[config.mk]
export PLATFORM = sky130hd
export DESIGN_NAME = gme_cell
export DESIGN_NICKNAME = d
export VERILOG_FILES = /design/src/gme_pkg.sv /design/src/gme_cell.sv
export SDC_FILE = /design/constraint.sdc
export NUM_CORES = 1
export LEC_CHECK = 0
export BUFFER_PORTS_ARGS = -buffer_cell sky130_fd_sc_hd__buf_2
export CAP_MARGIN = 0
export CORE_MARGIN = 1.5
export CORE_UTILIZATION = 39
export DETAILED_ROUTE_END_ITERATION = 16
export PLACE_DENSITY = 0.82
export REMOVE_ABC_BUFFERS = 1
export SLEW_MARGIN = 20
export SYNTH_ARGS = -nofsm -noshare
export SYNTH_HDL_FRONTEND = slang
export SYNTH_SLANG_ARGS = --single-unit
[constraint.sdc]
create_clock -name i_clk -period 0.8 [get_ports i_clk]
set_input_delay 0.16 -clock i_clk [delete_from_list [all_inputs] [get_ports i_clk]]
set_output_delay 0.16 -clock i_clk [all_outputs]
set_load 0.02 [all_outputs]
[src/gme_pkg.sv]
// ----------------------------------------------------------------------------
// gme_pkg: shared types, constants and helpers for the morphology block
// Pixel type, line store geometry, register indexes, min/max selection.
// ----------------------------------------------------------------------------
package gme_pkg;

    localparam int MAX_WIDTH  = 1024;
    localparam int MAX_HALF   = 7;
    localparam int PIXEL_BITS = 16;
    localparam int MAX_HEIGHT = 1024;
    localparam int STORE_ROWS = 2 * MAX_HALF + 1;
    localparam int COL_BITS   = $clog2(MAX_WIDTH);
    localparam int ROW_BITS   = $clog2(MAX_HEIGHT);
    localparam int BANK_BITS  = $clog2(STORE_ROWS);
    localparam int HALF_BITS  = $clog2(MAX_HALF + 1);
    localparam int SIZE_BITS  = 11;

    typedef logic signed [PIXEL_BITS-1:0] t_pix;

    typedef enum logic [2:0] {
        REG_IMAGE_WIDTH   = 3'd0,
        REG_IMAGE_HEIGHT  = 3'd1,
        REG_HALF_WINDOW   = 3'd2,
        REG_OP_SELECT     = 3'd3,
        REG_ELEMENT_SHAPE = 3'd4
    } t_reg_idx;

    localparam logic OP_ERODE  = 1'b0;
    localparam logic OP_DILATE = 1'b1;

    // Pipeline side info that travels with each accepted pixel
    typedef struct packed {
        logic                valid;
        logic                emit;
        logic                zero;
        logic                last;
        logic [ROW_BITS-1:0] row;
        logic [COL_BITS-1:0] col;
    } t_meta;

    // Neutral element of the reduction: largest value for min, smallest for max
    function automatic t_pix ident(input logic op);
        t_pix v;
        v = (op == OP_DILATE) ? {1'b1, {(PIXEL_BITS-1){1'b0}}}
                              : {1'b0, {(PIXEL_BITS-1){1'b1}}};
        return v;
    endfunction

    function automatic t_pix pick(input t_pix a, input t_pix b, input logic op);
        t_pix v;
        if (op == OP_DILATE) v = (a > b) ? a : b;
        else                 v = (a < b) ? a : b;
        return v;
    endfunction

endpackage

[src/gme_cell.sv]
// ----------------------------------------------------------------------------
// gme_cell: one column slot of the horizontal window chain
// Holds the full and corner-trimmed vertical reductions of one column and
// hands them to the next older slot on every pixel transfer.
// ----------------------------------------------------------------------------
module gme_cell (
    input  logic          i_clk,
    input  logic          i_shift,
    input  gme_pkg::t_pix i_full,
    input  gme_pkg::t_pix i_inner,
    output gme_pkg::t_pix o_full,
    output gme_pkg::t_pix o_inner
);
    import gme_pkg::*;

    t_pix r_full;
    t_pix r_inner;

    always_ff @(posedge i_clk) begin
        if (i_shift) begin
            r_full  <= i_full;
            r_inner <= i_inner;
        end
    end

    assign o_full  = r_full;
    assign o_inner = r_inner;

endmodule

==> out/qor.csv, run 1 <==
metric,value,unit
outcome,"complete, but fails checks",
failing checks,setup timing,
final setup vio count,32,
pre-CTS setup slack,0.0355,ns
Simple-Gate Fraction of Synth Area,0,
vias per cell,4.18,
"CTS clk-pin slew, worst paths",0.09,ns
RD Place Congestion,0.657,
Worst path max stage delay,0.39,ns
area share of xor/xnor cells in the synthesized design,0,
initial antenna violation count,0,
die extent in x,52.6,um
pwr dens,2020,nW/um2
worst vdd ir,2.26,mV
Mean Syn Cell Area,30.0,um2
drt pass-1 iters,2,
row count,17,
Worst-Margin Slew,0.117,ns
Synth Area in Compound Gates,0,
Antenna Nets Post-Route,0,
synthesized-area fraction occupied by adder cells,0,
WL/cell,13.4,um
CTS tree,done,
Multi-In Gates,0,
Setup WS post-layout,-0.232,ns
relative slew slack,0.922,
Iter 0 DRT Violations,2,
fmax,0.969,GHz
crit path launch type,flop,
dpl cells,127,
Overall Power,3.41,mW
static leakage,0.724,nW
vias,640,
All-Layer GR Usage,0.136,
share of cells above drive strength 1,0.576,
crit end category,output port,
crit path cell chain,buf_2,
Syn Std Cell Area,961,um2
postcts setup bufs,0,
Tmin final,1.03,ns
Die Area,2770,um2
final hold viol count,0,
vias in the first global route,525,
grt total ovfl,0,
# diodes,0,
Hold EP,o_full[0]$_DFFE_PP_,
Yosys Warn Count,0,
CP max stage cell,edfxtp_1,
CP required,0.64,ns
RSZ-0062 raised after global routing,yes,
CP arrival,0.87,ns
CP top delay family,flip-flops,
mux cell area share after synthesis,0,
CP Max Fanout,1,
max-cap violations,0,
cts bufs inserted,5,
Core Box Area,2280,um2
filler cell count,137,
Multi-input gate area,0,um2
global-route wire length before repair,2380,um
HP Start,i_full[0],
Netlist cell types,1,
Post-route DRC,0,
sequential share of the synthesized area,1.00,
Tcrit/Tclk final,1.29,
number of I/O pins,66,
Hold WC Path Type,input pin to flop,
final net count,158,
Sink Count,32,
Final Core Density,0.743,
Synth Instances,32,
Post-Layout Cell Count,153,
I/O Buffers,65,
final wirelength,2050,um
hold_ws,0.0167,ns
Longest Clk Path Bufs,2,
worst hold path stage count,1,
clk root buf,clkbuf_4,
synthesis-to-layout area growth,75.9,%
H-tree depth,2,
die height,52.6,um
WP buf/inv,1,
Pins Over Slew Limit,0,
"FF+latch count, synth",32,
Initial Util,0.422,
CP Class,flop to output port,
largest net degree at the start of global routing,20,
through the flow:
step,TNS [ns],instance area (um2)
final,-6.57,1690
after global routing,-8.19,1690
after CTS,-7.05,1450
after detailed placement,0,1360
after global placement,0,1360
after floorplan,0,961
flip-flops by register name, indices dropped and copies added (netlist names):
signal,count
o_full,16
o_inner,16
cell families (layout without fill, tap and decap cells):
logic type  count (synthesis)  after routing
flops                      32             32
buf+inv                     0             93
routing by layer:
metal  global-route usage  part of all wire  wire (um)
met1                0.134              0.36        728
met5                    0                 0          0
met4                0.103            0.0068         14
met3               0.0857             0.091        186
met2                0.202              0.55       1120
cells in the final DEF, fill, tap and decap left out:
cell           synthesis  layout
buf_12                 0       2
clkbuf_4               0       5
dlygate4sd3_1          0      18
buf_2                  0      49
buf_6                  0      16
edfxtp_1              32      32
clkinv_1               0       1
clkbuf_1               0       2
repair_timing:
action,4_1_cts,5_1_grt
hold buffers,3,15
gates resized for setup,4,28
setup endpoints to repair,32,32
endpoints found under the hold margin,3,15
report_power, final:
group          switching (mW)  leakage, nW  total, mW  internal [mW]
combinational           0.276        0.384      0.564          0.288
sequential             0.0454        0.313       2.04           1.99
clock                   0.472       0.0269      0.809          0.337
total                   0.793        0.724       3.41           2.62
synth_stat cells (all sizes together):
cell     n  area (um2)
edfxtp  32         961
area by class of cell:
| cell class | instances | area [um2] | area share |
|---|---|---|---|
| Sequential cell | 32 | 961 | 0.568 |
| Timing Repair Buffer | 85 | 646 | 0.382 |
| Clock buffer | 7 | 45.0 | 0.0266 |
| Tap cell | 28 | 35.0 | 0.0207 |
| Clock inverter | 1 | 3.75 | 0.00222 |
how the worst max path moves through the flow:
stage	from	cells past startpoint	slack, ns	endpoint
4_1_cts	o_inner[13]$_DFFE_PP_	1	-0.25	o_inner[13]
3_3_place_gp	i_shift	2	0.04	o_full[5]$_DFFE_PP_
6_report	o_inner[13]$_DFFE_PP_	1	-0.23	o_inner[13]
3_5_place_dp	i_shift	2	0.04	o_full[9]$_DFFE_PP_
5_1_grt	o_inner[7]$_DFFE_PP_	1	-0.29	o_inner[7]
2_1_floorplan	o_full[0]$_DFFE_PP_	0	0.19	o_full[0]
Note: power is estimated with default switching activity, not from simulation.
==> inputs of run 2 (changes only) <==
--- a/config.mk
+++ b/config.mk
@@ -7,10 +7,12 @@
 export LEC_CHECK = 0
 export BUFFER_PORTS_ARGS = -buffer_cell sky130_fd_sc_hd__buf_2
 export CAP_MARGIN = 0
+export CELL_PAD_IN_SITES_DETAIL_PLACEMENT = 0
+export CELL_PAD_IN_SITES_GLOBAL_PLACEMENT = 2
 export CORE_MARGIN = 1.5
-export CORE_UTILIZATION = 39
+export CORE_UTILIZATION = 26
 export DETAILED_ROUTE_END_ITERATION = 16
-export PLACE_DENSITY = 0.82
+export PLACE_DENSITY = 0.83
 export REMOVE_ABC_BUFFERS = 1
 export SLEW_MARGIN = 20
 export SYNTH_ARGS = -nofsm -noshare
==> run 2 against run 1 <==
Net effect: the run still ends with setup timing left; sequential share of layout area rose by 4.8 points; routed wire length down 15%; maximum frequency up 5.2%; critical endpoint is now o_full[2].
==> out/qor.csv, run 2 (synthesized netlist as in run 1, its figures left out) <==
metric,value,unit,change
cts bufs inserted,5,,unchanged
Multi-input gate area,0,um2,unchanged
outcome,"complete, but fails checks",,
Tmin final,0.981,ns,-0.0509 ns
Tcrit/Tclk final,1.23,,-0.0636
RD Place Congestion,0.703,,+7.1%
vias in the first global route,574,,+9.3%
Pins Over Slew Limit,0,,unchanged
Die Area,4070,um2,+47%
number of I/O pins,66,,unchanged
largest net degree at the start of global routing,17,,-15%
Worst path max stage delay,0.40,ns,about the same
pre-CTS setup slack,0.0374,ns,+0.00190 ns
CP Max Fanout,1,,unchanged
die extent in x,63.8,um,+21%
Core Box Area,3440,um2,+51%
WP buf/inv,1,,unchanged
clk root buf,clkbuf_8,,
Longest Clk Path Bufs,2,,unchanged
hold_ws,0.0602,ns,+0.0435 ns
die height,63.8,um,+21%
filler cell count,308,,+120%
grt total ovfl,0,,unchanged
Multi-In Gates,0,,unchanged
Post-Layout Cell Count,150,,-2.0%
relative slew slack,0.925,,+0.00251
# diodes,0,,unchanged
initial antenna violation count,0,,unchanged
worst hold path stage count,1,,unchanged
drt pass-1 iters,2,,unchanged
CP Class,flop to output port,,
fmax,1.02,GHz,+5.2%
pwr dens,2290,nW/um2,+13%
CP max stage cell,edfxtp_1,,
"most common cell after layout, fill and taps aside",buf_2,,
RSZ-0062 raised after global routing,yes,,
All-Layer GR Usage,0.0901,,-0.0455
share of cells above drive strength 1,0.692,,+0.116
CP arrival,0.82,ns,-0.05 ns
CP top delay family,flip-flops,,
crit path cell chain,buf_6,,
CTS tree,done,,
most frequent cells in the layout,"buf_2 (48), edfxtp_1 (32), buf_6 (17)",,
max-cap violations,0,,unchanged
final wirelength,1740,um,-15%
Worst-Margin Slew,0.114,ns,-0.00379 ns
I/O Buffers,65,,unchanged
Sink Count,32,,unchanged
row count,21,,+4
static leakage,0.660,nW,-8.9%
DP Area,1380,um2,+1.7%
"CTS clk-pin slew, worst paths",0.06,ns,-0.03 ns
final setup vio count,32,,unchanged
Antenna Nets Post-Route,0,,unchanged
Hold WC Path Type,input pin to flop,,
worst vdd ir,0.967,mV,-57%
synthesis-to-layout area growth,62.2,%,
failing checks,setup timing,,
final net count,140,,-11%
WL/cell,11.6,um,-13%
Iter 0 DRT Violations,1,,-1
crit path launch type,flop,,
vias,591,,-7.7%
global-route wire length before repair,2550,um,+7.0%
"Hold-fix buffers, CTS",0,,-3
CP required,0.64,ns,about the same
dpl cells,145,,+14%
final hold viol count,0,,unchanged
Final Cell Area,1560,um2,-7.8%
CP Depth,1,,unchanged
H-tree depth,2,,unchanged
Post-route DRC,0,,unchanged
Initial Util,0.279,,-0.143
crit end category,output port,,
setup tns final,-4.88,ns,+1.69 ns
vias per cell,3.94,,-5.8%
Setup WS post-layout,-0.181,ns,+0.0509 ns
## run 2: changes by cell type in the layout (fill, tap and decap cells not counted)
cell           delta
clkinv_1          -1
clkbuf_4          -5
buf_6             +1
clkbuf_1          -2
dlygate4sd3_1    -18
clkbuf_8          +5
buf_2             -1
## run 2: final timing paths
path,slack (ns),to,start
min,0.06,o_full[2]$_DFFE_PP_,i_full[2]
max,-0.18,o_full[2],o_full[2]$_DFFE_PP_
## run 2: power by group
part	total, mW	internal [mW]	switching (mW)
Clock	1.03	0.557	0.472
Combinational	0.495	0.235	0.259
Sequential	2.04	2.00	0.0461
## run 2: stage by stage
step	utilization	power, mW
detailed placement	0.402	2.48
global route	0.453	3.73
floorplan	-	2.24
finish	0.453	3.57
global placement	0.402	2.47
CTS	0.429	3.56
## run 2: routing by layer
metal | track usage | wire, um | vias up
li1 | - | - | 273
met1 | 0.0903 | 630 | 274
met2 | 0.142 | 893 | 40
met3 | 0.0581 | 184 | 4
met4 | 0.0489 | 31 | 0
met5 | 0 | 0 | -
## run 2: timing repair
item | in CTS | in global routing
buffers inserted | 0 | 0
gates resized for setup | 8 | 26
endpoints found under the setup margin | 32 | 32
## run 2: area by class of cell
class | instances | area, um2 | area share
Timing Repair Buffer | 67 | 472 | 0.303
Clock buffer | 5 | 68.8 | 0.0441
Tap cell | 46 | 57.6 | 0.0369
Sequential cell | 32 | 961 | 0.616
==> inputs of run 3 (changes only) <==
==> constraint.sdc (replaced) <==
create_clock -name i_clk -period 1.1 [get_ports i_clk]
set_input_delay 0.22 -clock i_clk [delete_from_list [all_inputs] [get_ports i_clk]]
set_output_delay 0.22 -clock i_clk [all_outputs]
set_load 0.02 [all_outputs]
==> run 3 against run 2 <==
Net effect: the run now ends clean; critical path depth stayed put; power is 29% lower; worst setup slack better by 0.23 ns; global-route usage is 0.11 points lower; clock power is 27% lower; largest cell class unchanged; critical endpoint unchanged; flip-flop and latch count stayed put; utilization is 3.1 points lower; sequential power is 28% lower; highest routed layer unchanged; critical path type unchanged.
==> out/qor.csv, run 3 (synthesized netlist as in run 1, its figures left out) <==
metric,value,unit,change
Multi-input gate area,0,um2,unchanged
postcts setup bufs,0,,unchanged
grt total ovfl,0,,unchanged
CP Class,flop to output port,,
CP Max Fanout,1,,unchanged
"most common cell after layout, fill and taps aside",buf_2,,
CP required,0.88,ns,+0.24 ns
CP top delay family,flip-flops,,
Setup crit start,o_full[2]$_DFFE_PP_,,
die height,63.8,um,unchanged
pre-CTS setup slack,0.277,ns,+0.240 ns
cts bufs inserted,5,,unchanged
"Hold-fix buffers, CTS",0,,unchanged
All-Layer GR Usage,0.0890,,-0.00114
Initial Util,0.279,,unchanged
HP Start,i_full[2],,
CP arrival,0.83,ns,about the same
synthesis-to-layout area growth,51.2,%,
Hold WC Path Type,input pin to flop,,
final hold viol count,0,,unchanged
number of I/O pins,66,,unchanged
Core Box Area,3440,um2,unchanged
RD Place Congestion,0.703,,unchanged
outcome,"finished, final reports clean",,
H-tree depth,2,,unchanged
fmax,0.949,GHz,
Pins Over Slew Limit,0,,unchanged
Setup WS post-layout,0.0466,ns,+0.228 ns
Post-route DRC,0,,unchanged
Clock Power Share,0.297,,+0.008
final wirelength,1740,um,+0.23%
vias,588,,-0.51%
WP buf/inv,1,,unchanged
Final Cell Area,1450,um2,-6.8%
Antenna Nets Post-Route,0,,unchanged
largest net degree at the start of global routing,17,,unchanged
global-route wire length before repair,2510,um,-1.4%
sw frac,0.220,,+0.00164
I/O Buffers,65,,unchanged
Tcrit/Tclk final,0.958,,
CP max stage cell,edfxtp_1,,
row count,21,,unchanged
max-cap violations,0,,unchanged
final setup vio count,0,,-100%
most frequent cells in the layout,"buf_2 (65), edfxtp_1 (32), clkbuf_8 (5)",,
hold_ws,0.120,ns,+0.0595 ns
# diodes,0,,unchanged
Worst-Margin Slew,0.115,ns,+0.00183 ns
sequential share of power,0.583,,+0.010
die extent in x,63.8,um,unchanged
vias in the first global route,565,,-1.6%
DP Area,1380,um2,unchanged
Post-CTS Resized,0,,-8
Multi-In Gates,0,,unchanged
Sink Count,32,,unchanged
Hold EP,o_full[2]$_DFFE_PP_,,
initial antenna violation count,0,,unchanged
Tmin final,1.05,ns,
crit path launch type,flop,,
"CTS clk-pin slew, worst paths",0.06,ns,about the same
RSZ-0062 raised after global routing,no,,
crit path cell chain,buf_2,,
vias per cell,3.92,,-0.51%
combinational group share of total power,0.120,,-0.019
Longest Clk Path Bufs,2,,unchanged
drt pass-1 iters,2,,unchanged
Internal Dissipation,1.97,mW,-29%
final net count,140,,unchanged
worst hold path stage count,1,,unchanged
share of cells above drive strength 1,0.692,,unchanged
Switch Pwr,0.555,mW,-29%
pwr dens,1740,nW/um2,-24%
relative slew slack,0.924,,-0.00121
static leakage,0.624,nW,-5.5%
clk root buf,clkbuf_8,,
CTS tree,done,,
WL/cell,11.6,um,+0.23%
setup tns final,0,ns,+4.88 ns
Worst path max stage delay,0.39,ns,about the same
worst vdd ir,0.704,mV,-27%
Iter 0 DRT Violations,2,,+1
crit end category,output port,,
Die Area,4070,um2,unchanged
[run 3: per-stage QoR]
stage / total power, mW / cells / util
final: 2.53 / 150 / 0.422
after global routing: 2.64 / 150 / 0.422
after CTS: 2.57 / 150 / 0.422
after detailed placement: 1.81 / 145 / 0.402
after global placement: 1.80 / 145 / 0.402
after floorplan: 1.63 / 32 / -
[run 3: layout make-up]
| type | count | area, um2 |
|---|---|---|
| sequential | 32 | 961 |
| fill | 319 | 1990 |
| timing repair buffer | 67 | 365 |
| tap | 46 | 57.6 |
| clock buffer | 5 | 68.8 |
[run 3: power by group through the flow]
stage          sequential, mW  clock [mW]  combinational [mW]
2_1_floorplan            1.63           0                   0
3_3_place_gp             1.49           0               0.306
3_5_place_dp             1.50           0               0.308
4_1_cts                  1.48       0.790               0.308
5_1_grt                  1.48       0.839               0.320
6_report                 1.47       0.749               0.303
[run 3: worst max-delay path by stage]
stage | to | slack, ns | depth (start not counted)
after floorplan | o_full[0] | 0.43 | 0
after global placement | o_full[10]$_DFFE_PP_ | 0.29 | 2
after detailed placement | o_full[10]$_DFFE_PP_ | 0.28 | 2
after CTS | o_full[2] | 0.03 | 1
after global routing | o_full[2] | 0.005 | 1
final | o_full[2] | 0.05 | 1
[run 3: layer usage]
metal	vias to the layer above	routed length, um	share of wire	GRT usage
met2	40	875	0.50	0.141
met4	0	31	0.018	0.0489
met1	271	649	0.37	0.0879
met3	4	187	0.11	0.0581
li1	273	-	-	-
met5	-	0	0	0
